## config.mk

```make
export PLATFORM = sky130hd
export DESIGN_NAME = hpds_sqrt
export DESIGN_NICKNAME = d
export VERILOG_FILES = /design/src/hdl/hpds_pkg.sv /design/src/hdl/hpds_sqrt.sv
export SDC_FILE = /design/constraint.sdc
export NUM_CORES = 2
export LEC_CHECK = 0
export BUFFER_PORTS_ARGS = -buffer_cell sky130_fd_sc_hd__buf_2
export CELL_PAD_IN_SITES_DETAIL_PLACEMENT = 0
export CELL_PAD_IN_SITES_GLOBAL_PLACEMENT = 1
export CORE_MARGIN = 5
export CORE_UTILIZATION = 53
export CTS_CLUSTER_SIZE = 10
export DETAILED_ROUTE_END_ITERATION = 12
export PLACE_DENSITY_LB_ADDON = 0.25
export SLEW_MARGIN = 25
export SYNTH_ARGS = -nofsm -noshare
export SYNTH_HDL_FRONTEND = slang
export SYNTH_MEMORY_MAX_BITS = 65536
export SYNTH_SLANG_ARGS = --single-unit
export TNS_END_PERCENT = 5
```

## constraint.sdc

```tcl
create_clock -name clk -period 6.2 [get_ports clk]
set_input_delay 0.31 -clock clk [delete_from_list [all_inputs] [get_ports clk]]
set_output_delay 0.31 -clock clk [all_outputs]
set_load 0.02 [all_outputs]
```

## src/hdl/hpds_pkg.sv

```systemverilog
package hpds_pkg;

  localparam int unsigned CoordW   = 32;
  localparam int unsigned MagW     = 33;
  localparam int unsigned RadW     = 66;
  localparam int unsigned SqStages = 33;
  localparam int unsigned DivStages = 32;
  localparam int unsigned KW       = 31;
  localparam int unsigned ScoreW   = 48;
  localparam int unsigned RemW     = 49;
  localparam int unsigned ProdW    = 97;

  localparam logic CFG_REST_LENGTH     = 1'b0;
  localparam logic CFG_SPRING_CONSTANT = 1'b1;

  // Sideband that rides with an item through the square root and on to stage E.
  typedef struct packed {
    logic                   valid;
    logic                   want;
    logic [2:0]             dneg;
    logic [2:0][MagW-1:0]   amag;
  } pre_side_t;

  // Sideband that rides with an item through the force dividers.
  typedef struct packed {
    logic                   valid;
    logic                   fv;
    logic [2:0]             fneg;
    logic [2:0]             ovf;
    logic [ScoreW-1:0]      score;
  } post_side_t;

endpackage

```

## src/hdl/hpds_sqrt.sv

```systemverilog
module hpds_sqrt (
  input  logic                          clk,
  input  logic                          en,
  input  logic [hpds_pkg::RadW-1:0]     rad_i,
  output logic [hpds_pkg::MagW-1:0]     root_o
);

  localparam int unsigned N  = hpds_pkg::SqStages;
  localparam int unsigned RW = hpds_pkg::MagW + 3;

  logic [RW-1:0]                 rem_r  [N];
  logic [hpds_pkg::MagW-1:0]     root_r [N];
  logic [hpds_pkg::RadW-1:0]     rad_r  [N];
  logic [RW-1:0]                 rem_nxt  [N];
  logic [hpds_pkg::MagW-1:0]     root_nxt [N];
  logic [hpds_pkg::RadW-1:0]     rad_nxt  [N];

  // One result bit per stage: bring down two radicand bits, try root*4+1.
  always_comb begin
    logic [RW-1:0]             rem_in;
    logic [hpds_pkg::MagW-1:0] root_in;
    logic [hpds_pkg::RadW-1:0] rad_in;
    logic [RW-1:0]             t;
    logic [RW-1:0]             trial;
    for (int k = 0; k < N; k++) begin
      if (k == 0) begin
        rem_in  = '0;
        root_in = '0;
        rad_in  = rad_i;
      end else begin
        rem_in  = rem_r[k-1];
        root_in = root_r[k-1];
        rad_in  = rad_r[k-1];
      end
      t     = {rem_in[RW-3:0], rad_in[hpds_pkg::RadW-1 -: 2]};
      trial = {1'b0, root_in, 2'b01};
      if (t >= trial) begin
        rem_nxt[k]  = t - trial;
        root_nxt[k] = {root_in[hpds_pkg::MagW-2:0], 1'b1};
      end else begin
        rem_nxt[k]  = t;
        root_nxt[k] = {root_in[hpds_pkg::MagW-2:0], 1'b0};
      end
      rad_nxt[k] = {rad_in[hpds_pkg::RadW-3:0], 2'b00};
    end
  end

  always_ff @(posedge clk) begin
    if (en) begin
      for (int k = 0; k < N; k++) begin
        rem_r[k]  <= rem_nxt[k];
        root_r[k] <= root_nxt[k];
        rad_r[k]  <= rad_nxt[k];
      end
    end
  end

  assign root_o = root_r[N-1];

endmodule

```

==> summary.md <==
| Metric | Value |
|---|---|
| Final wirelength | 254,000 µm |
| IO Pins | 101 |
| Largest net degree at the start of global routing | 163 |
| Placed cell count | 12,817 |
| Worst Setup Start Kind | flip-flop |
| Period utilization | 0.693 |
| Final Wtd Congestion | 0.932 |
| Max-cap violations | 0 |
| H-tree levels | 5 |
| Seq/Total Area, Yosys | 0.642 |
| Leak | 52.5 nW |
| TritonRoute pass-1 iters | 6 |
| Finished Layout Cells | 13,295 |
| Root Buffer | clkbuf_16 |
| Post-Synth Adder-Cell Area | 0.0601 |
| TritonCTS Buffers | 325 |
| Compound-Gate Fraction of Synth Area | 0.101 |
| Commonest non-fill, non-tap cell in the layout | edfxtp_1 |
| Clk_skew | 0.0611 ns |
| Worst Hold Class | in -> reg |
| Mapped Area | 124,000 µm² |
| # clock sinks | 2,654 |
| CTS tree | yes |
| Multiplexer share of the synthesized area | 0.00496 |
| Overall power | 51.3 mW |
| Number of global-route vias before repair | 72,211 |
| Clock insertion delay at the later pin of the skew report | 0.92 ns |
| Setup TNS | 0 ns |
| Outcome | complete, no violations |
| Layout Nets | 10,744 |
| Crit path max fanout | 14 |
| Share of the synthesized area in the top cell type | 0.642 |
| Site Rows | 177 |
| Worst-path clk slew | 0.05 ns |
| Layout cells sized above 1 | 0.0651 |
| Hold Crit Start | rad_i[12] |
| Final worst slack | 1.91 ns |
| Ys Warns | 0 |
| Max VDD drop | 256 µV |
| DRT iter0 DRCs | 5,899 |
| Switching share of power | 0.282 |
| DP Worst Slack | 1.95 ns |
| Net Switching | 14.5 mW |
| Top FF cell, synth | edfxtp_1 |
| Fin crit period | 4.29 ns |
| Largest area contributor in the netlist | edfxtp_1 |
| Resized cells post-CTS | 0 |
| Post-synth ARST share | 0 |
| CP required | 6.83 ns |
| Synth Area in XOR/XNOR | 0.0601 |
| DP HPWL | 182,000 µm |
| Avg Vias per Cell | 5.63 |
| Unique cell type count in the Yosys netlist | 84 |
| Port bufs | 100 |
| Largest family of logic cells by synthesized area | simple AND/OR/NAND/NOR gates |
| Remaining DRCs | 0 |
| Count of state elements after synthesis | 2,654 |
| Critical path arrival | 4.92 ns |
| Syn Area/Cell | 12.8 µm² |
| Cells after Synth | 9,711 |
| Synth Area in Simple Gates | 0.103 |
| Deepest clock path buffer count | 4 |
| WL per Instance | 19.1 µm |
| Post-synth EDFFs | 2,654 |
| Worst setup path start | rem_r[0][118] |
| Final setup viols | 0 |
| P_int | 36.8 mW |
| Gr usage total | 0.204 |
| Crit Path Category | reg -> reg |
| Die ar. | 244,000 µm² |
| Seq pwr share | 0.474 |
| Layout fillers | 18,487 |
| Layout area overhead | 11.2% |
| Die height | 494 µm |
| R2r startpoint | rem_r[0][118] |
| Unrepaired setup endpoints after global routing | no |
| Core area | 233,000 µm² |
| First-pass GRT wire length | 399,000 µm |
| Achievable clock frequency | 0.233 GHz |
| CP Capture Type | flip-flop |
| Final hold vios | 0 |
| Post-layout util | 0.593 |
| Initial antenna violation count | 2 |
| Syn_nets | 10,375 |
| Cell Pwr Density | 371 nW/µm² |
| Initial core utilization | 0.533 |
| Via count | 74,855 |
| Clock power share | 0.315 |
| Slew Viols, Final | 0 |
| Least-Margin Pin Slew | 1.07 ns |
| Power share of the combinational group | 0.211 |
| Top cells by area, synth | edfxtp_1 64%, ha_1 6.0%, xnor2_1 3.0% |
| Routed Antenna Nets | 0 |
| Most frequent cells in the layout | 2,654 x edfxtp_1, 747 x inv_1, 739 x nand2_1 |
| Slew margin rel. | 0.281 |
| Die W | 494 µm |
| Total gr overflow | 0 |
==> sequential cells by signal (all words and copies together) (netlist names) <==
register  flops
rad_r      1056
rem_r      1037
root_r      561
==> final cells by class <==
class	count	area (µm²)	share of cell area
sequential	2654	79700	0.577
multi-input combinational	6104	41000	0.297
clock buffer	370	8410	0.0609
tap	3132	3920	0.0284
inverter	749	2810	0.0204
timing repair buffer	246	1990	0.0144
clock inverter	39	320	0.00232
antenna	1	2.50	0.0000181
==> critical path, cell delays in order (launching register included) <==
cell and delay, ns:
edfxtp_1 0.45, or4_1 0.59, or4_1 0.54, or4_1 0.52, nor3b_1 0.36, nand4_1 0.56
and4b_1 0.55, nand2_1 0.22, nor4_1 0.09, xor2_1 0.14
==> per-layer routing <==
layer / vias up / GRT usage / wire length [µm]
met2: 1685 / 0.331 / 119000
met5: - / 0 / 0
met4: 0 / 0.0596 / 7170
met3: 481 / 0.0265 / 11100
li1: 36638 / - / -
met1: 36051 / 0.292 / 117000
==> cell families (layout without fill, tap and decap cells) <==
family / after synthesis / after routing
and+or+nand+nor: 2580 / 2580
other: 1 / 2
buffers and inverters: 953 / 1404
muxes: 56 / 56
xor gates and xnor gates: 852 / 852
adders and majority gates: 596 / 596
AOI/OAI and AO/OA: 2019 / 2019
DFF: 2654 / 2654
==> cells in the mapped netlist, types with 204 or more instances <==
cell type  count
xnor2_1      432
inv_1        747
a21o_1       248
o21ai_0      604
ha_1         596
nand3_1      204
xor2_1       420
nor3_1       232
a21oi_1      555
edfxtp_1    2654
nor2_1       516
nand2_1      739
==> what timing repair did <==
item	4_1_cts	5_1_grt
buffers inserted	0	0
hold endpoints to repair	126	0
endpoints found under the setup margin	0	0
hold buffers	68	0
==> through the flow <==
step / instance area [µm²] / hold WS (ns)
detailed placement: 129000 / 0.405
floorplan: 124000 / 0.400
CTS: 138000 / 0.0196
global route: 138000 / 0.0452
global placement: 129000 / 0.400
finish: 138000 / 0.0976
==> power groups by stage <==
stage	Sequential (mW)	Combinational (mW)	Clock, mW
finish	24.3	10.8	16.1
floorplan	24.0	8.00	0
detailed placement	24.7	10.7	0
CTS	24.3	10.8	16.7
global placement	24.6	10.5	0
global route	24.5	12.0	17.4
==> final timing paths <==
check                                       to  slack, ns  depth (start not counted)
worst max-delay path             rem_r[0][175]       1.91                          9
worst min register to register  rad_r[0][1520]       0.40                          0
worst min-delay path              rad_r[0][12]        0.1                          2
worst max register to register   rem_r[0][175]       1.91                          9
Note: power is estimated with default switching activity, not from simulation.
